### src/frct_pkg.sv
// Shared types, constants and media format table for the floppy CHS translator.
`timescale 1ns / 1ps

package frct_pkg;

    localparam int MEDIA_TYPES = 8;

    localparam int CMD_W    = 2;
    localparam int DRV_W    = 2;
    localparam int MT_W     = 3;
    localparam int BLK_W    = 16;
    localparam int TRK_W    = 8;
    localparam int SECT_W   = 6;
    localparam int CYL_W    = 7;
    localparam int SPEC_W   = 8;
    localparam int RATE_W   = 2;
    localparam int GAP_W    = 8;

    // serial divider: 16-bit dividend, 8-bit divisor, one quotient bit per cycle
    localparam int DIV_W     = BLK_W;
    localparam int DIVR_W    = 8;
    localparam int DIV_CNT_W = $clog2(DIV_W);

    localparam logic [TRK_W-1:0] HEAD_UNKNOWN = 8'hFF;

    typedef enum logic [CMD_W-1:0] {
        CMD_REQUEST   = 2'd0,
        CMD_SEEK_DONE = 2'd1,
        CMD_RECAL     = 2'd2,
        CMD_RESET     = 2'd3
    } cmd_t;

    typedef enum logic [1:0] {
        ST_IDLE,
        ST_DIV_SECT,
        ST_DIV_HEAD,
        ST_OUT
    } state_t;

    typedef struct packed {
        logic [BLK_W-1:0]  size;
        logic [SECT_W-1:0] sect;
        logic [DIVR_W-1:0] heads;
        logic              stretch;
        logic [GAP_W-1:0]  gap;
        logic [RATE_W-1:0] rate;
        logic [SPEC_W-1:0] spec;
    } media_fmt_t;

    typedef struct packed {
        logic start;
    } div_ctrl_t;

    typedef struct packed {
        logic busy;
        logic done;
    } div_status_t;

    typedef struct packed {
        logic              status;
        logic [SECT_W-1:0] sector_on_track;
        logic              head_select;
        logic [CYL_W-1:0]  cylinder;
        logic [TRK_W-1:0]  seek_cylinder;
        logic              need_seek;
        logic              need_specify;
        logic [SPEC_W-1:0] specify_byte;
        logic              need_rate;
        logic [RATE_W-1:0] rate_code;
        logic [GAP_W-1:0]  gap_length;
        logic [SECT_W-1:0] sectors_per_track;
    } result_t;

    function automatic media_fmt_t media_lookup(input logic [MT_W-1:0] mt);
        media_fmt_t f;
        f = '0;
        unique case (mt)
            3'd1: f = '{16'd720,  6'd9,  8'd2, 1'b0, 8'h2A, 2'd2, 8'hDF};
            3'd2: f = '{16'd2400, 6'd15, 8'd2, 1'b0, 8'h1B, 2'd0, 8'hDF};
            3'd3: f = '{16'd720,  6'd9,  8'd2, 1'b1, 8'h2A, 2'd2, 8'hDF};
            3'd4: f = '{16'd1440, 6'd9,  8'd2, 1'b0, 8'h2A, 2'd2, 8'hDF};
            3'd5: f = '{16'd720,  6'd9,  8'd2, 1'b1, 8'h23, 2'd1, 8'hDF};
            3'd6: f = '{16'd1440, 6'd9,  8'd2, 1'b0, 8'h23, 2'd1, 8'hDF};
            3'd7: f = '{16'd2880, 6'd18, 8'd2, 1'b0, 8'h1B, 2'd0, 8'hCF};
            default: f = '0;  // untested media
        endcase
        return f;
    endfunction

endpackage

### src/frct_divider.sv
// Bit-serial restoring divider: one quotient bit per cycle.
`timescale 1ns / 1ps

module frct_divider (
    input  logic                        aclk,
    input  logic                        aresetn,
    input  frct_pkg::div_ctrl_t         ctrl,
    input  logic [frct_pkg::DIV_W-1:0]  dividend,
    input  logic [frct_pkg::DIVR_W-1:0] divisor,
    output frct_pkg::div_status_t       status,
    output logic [frct_pkg::DIV_W-1:0]  quotient,
    output logic [frct_pkg::DIVR_W-1:0] remainder
);
    import frct_pkg::*;

    logic                 busy_reg, busy_next;
    logic                 done_reg, done_next;
    logic [DIV_CNT_W-1:0] cnt_reg, cnt_next;
    logic [DIV_W-1:0]     quo_reg, quo_next;
    logic [DIVR_W-1:0]    rem_reg, rem_next;
    logic [DIVR_W-1:0]    dvs_reg, dvs_next;
    logic [DIVR_W:0]      rem_sh;
    logic [DIVR_W:0]      diff;
    logic                 ge;

    always_comb begin
        // shift next dividend bit into the partial remainder
        rem_sh = {rem_reg, quo_reg[DIV_W-1]};
        diff   = rem_sh - {1'b0, dvs_reg};
        ge     = (rem_sh >= {1'b0, dvs_reg});

        busy_next = busy_reg;
        done_next = 1'b0;
        cnt_next  = cnt_reg;
        quo_next  = quo_reg;
        rem_next  = rem_reg;
        dvs_next  = dvs_reg;

        if (ctrl.start) begin
            busy_next = 1'b1;
            cnt_next  = '0;
            quo_next  = dividend;
            rem_next  = '0;
            dvs_next  = divisor;
        end else if (busy_reg) begin
            quo_next = {quo_reg[DIV_W-2:0], ge};
            rem_next = ge ? diff[DIVR_W-1:0] : rem_sh[DIVR_W-1:0];
            cnt_next = cnt_reg + 1'b1;
            if (cnt_reg == DIV_CNT_W'(DIV_W - 1)) begin
                busy_next = 1'b0;
                done_next = 1'b1;
            end
        end
    end

    always_ff @(posedge aclk) begin
        if (!aresetn) begin
            busy_reg <= 1'b0;
            done_reg <= 1'b0;
            cnt_reg  <= '0;
        end else begin
            busy_reg <= busy_next;
            done_reg <= done_next;
            cnt_reg  <= cnt_next;
        end
    end

    always_ff @(posedge aclk) begin
        quo_reg <= quo_next;
        rem_reg <= rem_next;
        dvs_reg <= dvs_next;
    end

    assign status.busy = busy_reg;
    assign status.done = done_reg;
    assign quotient    = quo_reg;
    assign remainder   = rem_reg;

endmodule

### src/floppy_request_chs_translator_unit.sv
// Top level: floppy request to cylinder/head/sector translator with cached controller state.
`timescale 1ns / 1ps

// Channel   | Handshake          | Payload
// ----------+--------------------+-------------------------------------------------
// input     | s_valid / s_ready  | s_cmd, s_drive_number, s_media_type,
//           |                    | s_start_sector, s_reported_track
// result    | m_valid / m_ready  | m_status ... m_sectors_per_track (one per request)
//
// Events (seek done, recalibrate, controller reset) give no item.
// A request runs two passes of the bit-serial divider, block / sectors then
// track / heads, then writes its result in ST_OUT once the output register is free;
// the next item is taken only back in ST_IDLE, never while a request is in flight.
// A rejected request skips the divider and goes straight to ST_OUT.
// The result sits in an output register; a new item is taken while it waits, and
// the next result waits only for that register to drain.
// aresetn is synchronous and active low; head position resets to unknown (255).
module floppy_request_chs_translator_unit (
    input  logic                         aclk,
    input  logic                         aresetn,
    input  logic                         s_valid,
    output logic                         s_ready,
    input  logic [frct_pkg::CMD_W-1:0]   s_cmd,
    input  logic [frct_pkg::DRV_W-1:0]   s_drive_number,
    input  logic [frct_pkg::MT_W-1:0]    s_media_type,
    input  logic [frct_pkg::BLK_W-1:0]   s_start_sector,
    input  logic [frct_pkg::TRK_W-1:0]   s_reported_track,
    output logic                         m_valid,
    input  logic                         m_ready,
    output logic                         m_status,
    output logic [frct_pkg::SECT_W-1:0]  m_sector_on_track,
    output logic                         m_head_select,
    output logic [frct_pkg::CYL_W-1:0]   m_cylinder,
    output logic [frct_pkg::TRK_W-1:0]   m_seek_cylinder,
    output logic                         m_need_seek,
    output logic                         m_need_specify,
    output logic [frct_pkg::SPEC_W-1:0]  m_specify_byte,
    output logic                         m_need_rate,
    output logic [frct_pkg::RATE_W-1:0]  m_rate_code,
    output logic [frct_pkg::GAP_W-1:0]   m_gap_length,
    output logic [frct_pkg::SECT_W-1:0]  m_sectors_per_track
);
    import frct_pkg::*;

    state_t state_reg, state_next;

    // tracked controller state
    logic [DRV_W-1:0]  last_drive_reg, last_drive_next;
    logic [TRK_W-1:0]  head_pos_reg, head_pos_next;
    logic              spec_known_reg, spec_known_next;
    logic [SPEC_W-1:0] last_spec_reg, last_spec_next;
    logic              rate_known_reg, rate_known_next;
    logic [RATE_W-1:0] last_rate_reg, last_rate_next;

    // request in flight
    logic [MT_W-1:0]   mt_reg, mt_next;
    logic              drv_chg_reg, drv_chg_next;
    logic              reject_reg, reject_next;
    logic [SECT_W-1:0] sec_reg, sec_next;
    logic              head_reg, head_next;
    logic [TRK_W-1:0]  cyl_reg, cyl_next;

    // output register
    logic              m_valid_reg, m_valid_next;
    result_t           out_reg, out_next;

    media_fmt_t        in_fmt, cur_fmt;
    logic              accept;
    logic              in_reject;
    logic [TRK_W-1:0]  seekc;

    div_ctrl_t         div_ctrl;
    div_status_t       div_stat;
    logic [DIV_W-1:0]  div_dividend;
    logic [DIVR_W-1:0] div_divisor;
    logic [DIV_W-1:0]  div_quo;
    logic [DIVR_W-1:0] div_rem;

    frct_divider u_div (
        .aclk      (aclk),
        .aresetn   (aresetn),
        .ctrl      (div_ctrl),
        .dividend  (div_dividend),
        .divisor   (div_divisor),
        .status    (div_stat),
        .quotient  (div_quo),
        .remainder (div_rem)
    );

    assign s_ready = (state_reg == ST_IDLE);
    assign accept  = s_valid && s_ready;
    assign in_fmt  = media_lookup(s_media_type);
    assign cur_fmt = media_lookup(mt_reg);

    // unlisted media, empty table row, or block running past the disk end
    assign in_reject = (int'(s_media_type) >= MEDIA_TYPES)
                    || (in_fmt.size == '0) || (in_fmt.sect == '0) || (in_fmt.heads == '0)
                    || (({1'b0, s_start_sector} + (BLK_W+1)'(2)) > {1'b0, in_fmt.size});

    // cylinder shifted left once for stretched media, kept to 8 bits
    assign seekc = cur_fmt.stretch ? {cyl_reg[TRK_W-2:0], 1'b0} : cyl_reg;

    always_comb begin
        state_next      = state_reg;
        last_drive_next = last_drive_reg;
        head_pos_next   = head_pos_reg;
        spec_known_next = spec_known_reg;
        last_spec_next  = last_spec_reg;
        rate_known_next = rate_known_reg;
        last_rate_next  = last_rate_reg;
        mt_next         = mt_reg;
        drv_chg_next    = drv_chg_reg;
        reject_next     = reject_reg;
        sec_next        = sec_reg;
        head_next       = head_reg;
        cyl_next        = cyl_reg;
        m_valid_next    = m_valid_reg;
        out_next        = out_reg;
        div_ctrl.start  = 1'b0;
        div_dividend    = s_start_sector;
        div_divisor     = {{(DIVR_W-SECT_W){1'b0}}, in_fmt.sect};

        if (m_valid_reg && m_ready) begin
            m_valid_next = 1'b0;
        end

        unique case (state_reg)
            ST_IDLE: begin
                if (accept) begin
                    unique case (cmd_t'(s_cmd))
                        CMD_REQUEST: begin
                            mt_next         = s_media_type;
                            drv_chg_next    = (s_drive_number != last_drive_reg);
                            last_drive_next = s_drive_number;
                            reject_next     = in_reject;
                            if (in_reject) begin
                                state_next = ST_OUT;
                            end else begin
                                div_ctrl.start = 1'b1;
                                state_next     = ST_DIV_SECT;
                            end
                        end
                        CMD_SEEK_DONE: head_pos_next = s_reported_track;
                        CMD_RECAL:     head_pos_next = '0;
                        CMD_RESET: begin
                            spec_known_next = 1'b0;
                            rate_known_next = 1'b0;
                            head_pos_next   = HEAD_UNKNOWN;
                        end
                        default: ;
                    endcase
                end
            end
            ST_DIV_SECT: begin
                // block / sectors: remainder is the sector, quotient the track
                div_dividend = div_quo;
                div_divisor  = cur_fmt.heads;
                if (div_stat.done) begin
                    sec_next       = div_rem[SECT_W-1:0];
                    div_ctrl.start = 1'b1;
                    state_next     = ST_DIV_HEAD;
                end
            end
            ST_DIV_HEAD: begin
                // track / heads: remainder is the head, quotient the cylinder
                div_dividend = div_quo;
                div_divisor  = cur_fmt.heads;
                if (div_stat.done) begin
                    head_next  = div_rem[0];
                    cyl_next   = div_quo[TRK_W-1:0];
                    state_next = ST_OUT;
                end
            end
            ST_OUT: begin
                if (!m_valid_reg || m_ready) begin
                    m_valid_next = 1'b1;
                    out_next     = '0;
                    state_next   = ST_IDLE;
                    if (reject_reg) begin
                        out_next.status = 1'b1;
                    end else begin
                        out_next.sector_on_track   = sec_reg + SECT_W'(1);
                        out_next.head_select       = head_reg;
                        out_next.cylinder          = cyl_reg[CYL_W-1:0];
                        out_next.seek_cylinder     = seekc;
                        out_next.need_seek         = drv_chg_reg || (seekc != head_pos_reg);
                        out_next.need_specify      = !spec_known_reg
                                                  || (last_spec_reg != cur_fmt.spec);
                        out_next.specify_byte      = cur_fmt.spec;
                        out_next.need_rate         = !rate_known_reg
                                                  || (last_rate_reg != cur_fmt.rate);
                        out_next.rate_code         = cur_fmt.rate;
                        out_next.gap_length        = cur_fmt.gap;
                        out_next.sectors_per_track = cur_fmt.sect;
                        // settings now count as sent
                        spec_known_next = 1'b1;
                        last_spec_next  = cur_fmt.spec;
                        rate_known_next = 1'b1;
                        last_rate_next  = cur_fmt.rate;
                    end
                end
            end
            default: state_next = ST_IDLE;
        endcase
    end

    always_ff @(posedge aclk) begin
        if (!aresetn) begin
            state_reg      <= ST_IDLE;
            last_drive_reg <= '0;
            head_pos_reg   <= HEAD_UNKNOWN;
            spec_known_reg <= 1'b0;
            last_spec_reg  <= '0;
            rate_known_reg <= 1'b0;
            last_rate_reg  <= '0;
            m_valid_reg    <= 1'b0;
        end else begin
            state_reg      <= state_next;
            last_drive_reg <= last_drive_next;
            head_pos_reg   <= head_pos_next;
            spec_known_reg <= spec_known_next;
            last_spec_reg  <= last_spec_next;
            rate_known_reg <= rate_known_next;
            last_rate_reg  <= last_rate_next;
            m_valid_reg    <= m_valid_next;
        end
    end

    always_ff @(posedge aclk) begin
        mt_reg      <= mt_next;
        drv_chg_reg <= drv_chg_next;
        reject_reg  <= reject_next;
        sec_reg     <= sec_next;
        head_reg    <= head_next;
        cyl_reg     <= cyl_next;
        out_reg     <= out_next;
    end

    assign m_valid             = m_valid_reg;
    assign m_status            = out_reg.status;
    assign m_sector_on_track   = out_reg.sector_on_track;
    assign m_head_select       = out_reg.head_select;
    assign m_cylinder          = out_reg.cylinder;
    assign m_seek_cylinder     = out_reg.seek_cylinder;
    assign m_need_seek         = out_reg.need_seek;
    assign m_need_specify      = out_reg.need_specify;
    assign m_specify_byte      = out_reg.specify_byte;
    assign m_need_rate         = out_reg.need_rate;
    assign m_rate_code         = out_reg.rate_code;
    assign m_gap_length        = out_reg.gap_length;
    assign m_sectors_per_track = out_reg.sectors_per_track;

endmodule

### config.mk
export PLATFORM = sky130hd
export DESIGN_NAME = floppy_request_chs_translator_unit
export DESIGN_NICKNAME = d
export VERILOG_FILES = /design/src/frct_pkg.sv /design/src/frct_divider.sv /design/src/floppy_request_chs_translator_unit.sv
export SDC_FILE = /design/constraint.sdc
export NUM_CORES = 1
export LEC_CHECK = 0
export BUFFER_PORTS_ARGS = -buffer_cell sky130_fd_sc_hd__buf_2
export CAP_MARGIN = 20
export CORE_ASPECT_RATIO = 1.5
export CORE_MARGIN = 2
export CORE_UTILIZATION = 30
export CTS_BUF_LIST = sky130_fd_sc_hd__clkbuf_8
export DETAILED_ROUTE_END_ITERATION = 8
export SYNTH_ARGS = -nofsm -noshare
export SYNTH_HDL_FRONTEND = slang
export SYNTH_SLANG_ARGS = --single-unit
### constraint.sdc
create_clock -name aclk -period 6.1 [get_ports aclk]
set_clock_uncertainty 0.1 [all_clocks]
set_input_delay 0.61 -clock aclk [delete_from_list [all_inputs] [get_ports aclk]]
set_output_delay 0.61 -clock aclk [all_outputs]
set_load 0.01 [all_outputs]
; Word-level counts from Yosys, hierarchy flattened
; Cells that the tools add are included.
[op_classes]
add_sub_neg = 4
n_lt_le_gt_ge = 2
eq_ne = 33
mux = 34
bitwise_logic = 3
reduce_logical = 31
[ops]
columns = op, n
row1 = $pmux 45 s7, 1
row2 = $pmux 32 s7, 1
row3 = $mux 16, 3
row4 = $eq 3x3->1 const B, 8
row5 = $pmux 8 s3, 1
row6 = $add 16x2->17 const B, 1
row7 = $gt 17x16->1, 1
row8 = $logic_not 16->1, 1
row9 = $mux 1, 16
row10 = $mux 8, 2
row11 = $ne 8x8->1, 2
row12 = $eq 3x2->1 const B, 4
row13 = $mux 2, 6
row14 = $ne 2x1->1 const B, 5
row15 = $reduce_and 5->1, 2
row16 = $ge 9x8->1, 1
row17 = $reduce_and 3->1, 3
row18 = $eq 2x2->1 const B, 4
row19 = $logic_not 8->1, 1
row20 = $pmux 2 s4, 1
row21 = $reduce_and 2->1, 4
row22 = $sub 8x8->8, 1
row23 = $logic_or 1x1->1, 7
row24 = $add 6x1->6 const B, 1
row25 = 17 further kinds, 30
[totals]
reg_bits = 132
out_inout_bits = 52
wordCells = 139

; Logic depth before layout (Yosys ltp)
[depth]
ltp_word = 12
ltp_mapped = 14
depth_no_buf = 13

; Cells and area by module
; From an unflattened synthesis, not the netlist that was laid out.
[hier_totals]
cells_unflattened = 554
hier_area_um2 = 5997.0
[modules_own_cells]
columns = mod, instances, cells_per_inst, area_per_inst_um2, seq_area_each_um2
row1 = floppy_request_chs_translator_unit, 1, 373, 3986.3, 2042.0
row2 = frct_divider, 1, 181, 2010.7, 1001.0

; Worst setup path after synthesis
; No wires, ideal clock.
[synth_timing]
kind = input port to flip-flop
start = input s_start_sector[5] (netlist name)
end = register u_div.quo_reg[0] (netlist: u_div.quotient[0]) (enable)
arrival_ns = 3.682
path_slack_ns = 1.922
cell_stages = 13
path_buffers = 1
cell_sequence = nand3_1 -> nor2_1 -> and3_1 -> xor2_1 -> ha_1 -> a21o_1 -> a21oi_1 -> nand4b_1 -> a21oi_1 -> a31oi_4 -> inv_2 -> buf_6 -> mux2i_1
[synth_between]
elab_chain_cells = 9
elab_cells_between_ends = 10
[synth_rtl]
columns = element, line
row1 = "start, declared", floppy_request_chs_translator_unit.sv:26  ; input logic [frct_pkg::BLK_W-1:0] s_start_sector,
row2 = $add 16x2->17 *, floppy_request_chs_translator_unit.sv:98  ; || (({1'b0, s_start_sector} + (BLK_W+1)'(2)) > {1'b0, in_fmt.size});
row3 = $gt 17x16->1 *, floppy_request_chs_translator_unit.sv:98
row4 = $logic_or 1x1->1 *, floppy_request_chs_translator_unit.sv:98
row5 = $mux 1 *, floppy_request_chs_translator_unit.sv:136  ; if (in_reject) begin
row6 = $mux 1 *, floppy_request_chs_translator_unit.sv:130  ; unique case (cmd_t'(s_cmd))
row7 = $mux 1 *, floppy_request_chs_translator_unit.sv:129  ; if (accept) begin
row8 = $pmux 1 s2 *, floppy_request_chs_translator_unit.sv:127  ; unique case (state_reg)
row9 = net div_ctrl, floppy_request_chs_translator_unit.sv:72  ; div_ctrl_t div_ctrl;
row10 = $ne 2x2->1 (no line) or $reduce_bool 2->1 (tied branches), -
row11 = $reduce_and 2->1 (no line) *, -
row12 = "end signal, assigned", frct_divider.sv:69  ; quo_reg <= quo_next;
row13 = "end, declared", frct_divider.sv:19  ; logic [DIV_W-1:0] quo_reg, quo_next;
; Mark *: on every way through the listed nets, which the timed path passes. The rest lies on a longest branch.
; A chain may end at the register's enable or synchronous reset.

; Final worst setup path
[layout_timing]
start = input s_start_sector[5] (netlist name)
end = register u_div.quo_reg[10] (netlist: u_div.quotient[10]) (enable)
[layout_between]
elab_chain_cells = 9
elab_cells_between_ends = 10
[layout_rtl]
columns = element, line
row1 = $add 16x2->17 *, floppy_request_chs_translator_unit.sv:98
row2 = $gt 17x16->1 *, floppy_request_chs_translator_unit.sv:98
row3 = $logic_or 1x1->1 *, floppy_request_chs_translator_unit.sv:98
row4 = $mux 1 *, floppy_request_chs_translator_unit.sv:136
row5 = $mux 1 *, floppy_request_chs_translator_unit.sv:130
row6 = $mux 1 *, floppy_request_chs_translator_unit.sv:129
row7 = $pmux 1 s2 *, floppy_request_chs_translator_unit.sv:127
row8 = $ne 2x2->1 (no line) or $reduce_bool 2->1 (tied branches), -
row9 = $reduce_and 2->1 (no line) *, -
; Every way passes the cells marked *; elsewhere a longest branch is shown, timed or not.

==> impl_metrics.py <==
metrics = {
    "critical_path": {
        "startpoint_type": "input pin",
        "path_class": "input pin to flop",
        "cp_slowest_cell": "a21oi_1",
        "r2r-start": "state_reg[0]",
        "path_max_fanout": 18,
        "worstPathCellList": "buf_2 > nand3_1 > nor2_1 > and3_1 > xor2_1 > ha_1 > a21o_1 > a21oi_1 > nand4b_1 > a21oi_1 > a31oi_4 > inv_2 > mux2i_1 > buf_4",
        "cp.required_ps": 6080,
        "cp_slowest_stage_delay_ps": 380,
        "endpoint_kind": "flop",
        "arrival_ps": 3940,
        "critPathLaunch": "s_start_sector[5]",
        "crit_top_cell": "a21oi_1",
        "path_buf_inv": 3,
        "critPathTopFamily": "compound AO/OA/AOI/OAI gates",
    },
    "synth": {
        "syn_inst": 517,
        "yosysSeqAreaShare": 0.5234,
        "ys_seq_elements": 108,
        "synthArstFlopShare": 0,
        "synth_edf_count": 76,
        "yosys-top-cells-area": "edfxtp_1 41%, dfxtp_1 11%, ha_1 4.5%",
        "synth_cell_type_count": 64,
        "yosys_warnings": 0,
        "syn_area_mm2": 0.005584,
        "synth-main-ff-cell": "edfxtp_1",
        "synth_top_cell_area_share": 0.4087,
        "syn_area_per_cell_um2": 10.80,
        "synth_area_leader_cell": "edfxtp_1",
    },
    "clocking": {
        "htreeDepth": 3,
        "cts.reportedPaths.clkPinSlew_ps": 110,
        "cts_buffers": 9,
        "cts.sinks": 108,
        "clockRootBuffer": "clkbuf_8",
        "cts_tree": "built",
        "clk_path_buf_depth": 2,
        "post_cts_buffers": 0,
        "cts-resized-gates": 0,
        "hold_buffers": 0,
        "clock_latency_ps": 380,
    },
    "grt": {
        "antenna_found_initial": 0,
        "grt_pass1_wl_um": 19710,
        "grtUsageTotal": 0.1281,
        "grt_max_degree": 37,
        "grt_overflow": 0,
        "grt_pass1_vias": 3887,
    },
    "run": {
        "cap_violations": 0,
    },
    "final_layout": {
        "syn_to_final_growth_pct": 13.56,
        "largest_reg_flops": 16,
        "antennaDiodeCount": 0,
        "layout_commonest_cell": "buf_2",
        "layout_common_cells": "81 x buf_2, 76 x edfxtp_1, 50 x nand2_1",
        "layout.cells.non_filler": 840,
        "drive_gt1_frac": 0.2279,
        "post-route-util": 0.3447,
        "nNetsFinal": 639,
    },
    "timing": {
        "rsz0062_at_grt": "no",
        "fin_setup_tns_ps": 0,
        "max_clock_freq_ghz": 0.2525,
        "period_share": 0.6492,
        "fin_ws_ps": 2140,
        "hold_viol_final": 0,
        "worstMarginPinSlew_ps": 765.8,
        "setup_violations": 0,
        "finalMaxSlewViolations": 0,
        "relSlewSlack": 0.4855,
        "min_period_ps": 3960,
    },
    "die": {
        "initial_core_util": 0.3036,
        "pin_count": 87,
        "core-area_mm2": 0.01839,
        "die_w_um": 115.4,
        "die_area_mm2": 0.01974,
        "die_height_um": 171.1,
        "num_rows": 61,
    },
    "outcome": {
        "status": "finished, final reports clean",
    },
    "placed_design": {
        "dp.cells": 824,
        "place_worst_setup_slack_ps": 1751,
        "routabilityCongestion": 0.8299,
        "io_buffers": 81,
        "dp_hpwl_um": 9915,
    },
    "routing": {
        "initialDrtViolationCount": 222,
        "drc": 0,
        "antenna_left": 0,
        "dr.pass1.iters": 4,
        "routed_via_density": 4.727,
        "dr_total_vias": 3971,
        "wirelength_um": 12460,
        "wire_per_inst_um": 14.84,
    },
    "pwr": {
        "power.leakage_nw": 2.478,
        "cellPowerDensity_mw_per_mm2": 278.3,
        "p_total_mw": 1.765,
        "peakVddDrop_mv": 0.09788,
    },
    "hold_path": {
        "hp-class": "input pin to flop",
        "hp-start": "s_reported_track[6]",
    },
}
## final cells by class
type	count	area (um^2)
inverters	21	78.83
flip-flops and latches	108	2923
repair buffers	84	427.9
multi-input cells	359	2404
clock inverters	7	68.82
well taps	252	315.3
clock buffers	9	123.9
fillers	1864	12050
## Yosys cell counts (all sizes together) (2+ instances only)
master / number
nor4: 4
nand2b: 5
buf: 18
a22o: 2
a21boi: 3
xnor2: 11
nor3b: 2
mux2i: 13
and3: 7
a21oi: 26
mux2: 16
nand2: 50
inv: 21
nand3: 24
or3: 4
a31oi: 3
nor2b: 19
xor2: 15
nand4: 4
nand4b: 2
and2: 6
o21a: 2
edfxtp: 76
nor2: 47
nand3b: 2
ha: 20
a21o: 2
nor3: 12
or2: 2
clkbuf: 15
dfxtp: 32
a221oi: 3
o21ai: 23
a2bb2oi: 2
a211oi: 7
o211a: 2
## worst reg2reg max path: stages (launching register included)
cell	delay, ps
dfxtp_1	380
inv_1	90
ha_1	320
nand3_1	200
inv_1	210
a31oi_4	640
inv_2	320
mux2i_1	230
buf_4	250
## per-stage QoR
stage | hold slack [ps] | cell area, um^2
2_1_floorplan | 320.4 | 5599
6_report | 360.1 | 6341
3_5_place_dp | 363.2 | 6148
4_1_cts | 345.8 | 6341
5_1_grt | 367.2 | 6341
3_3_place_gp | 351.6 | 6148
## final timing paths
path                        endpoint  slack [ps]  cells past startpoint
setup reg to reg  u_div.quotient[10]        3060                      8
setup / recovery  u_div.quotient[10]        2140                     14
hold reg to reg           cyl_reg[6]         380                      0
hold / removal       head_pos_reg[6]         360                      3
## cells by family after synthesis
family | synth area share
other | 0.0006715
and+or+nand+nor | 0.1703
xor gates and xnor gates | 0.04078
adders and majority gates | 0.04840
muxes | 0.06095
DFF | 0.5234
buffers and inverters | 0.04884
AOI/OAI and AO/OA | 0.1067
## where the power goes
group	switching, mW	internal (mW)	leakage (nW)
sequential	0.0521	0.857	0.952
combinational	0.260	0.174	1.43
clock	0.263	0.159	0.0980
## routing by layer
layer / global-route usage / wire length [um]
met1: 0.1398 / 4940
met2: 0.2377 / 6592
met3: 0.01523 / 472
met4: 0.06705 / 459
met5: 0 / 0
(Power assumes the default switching activity.)
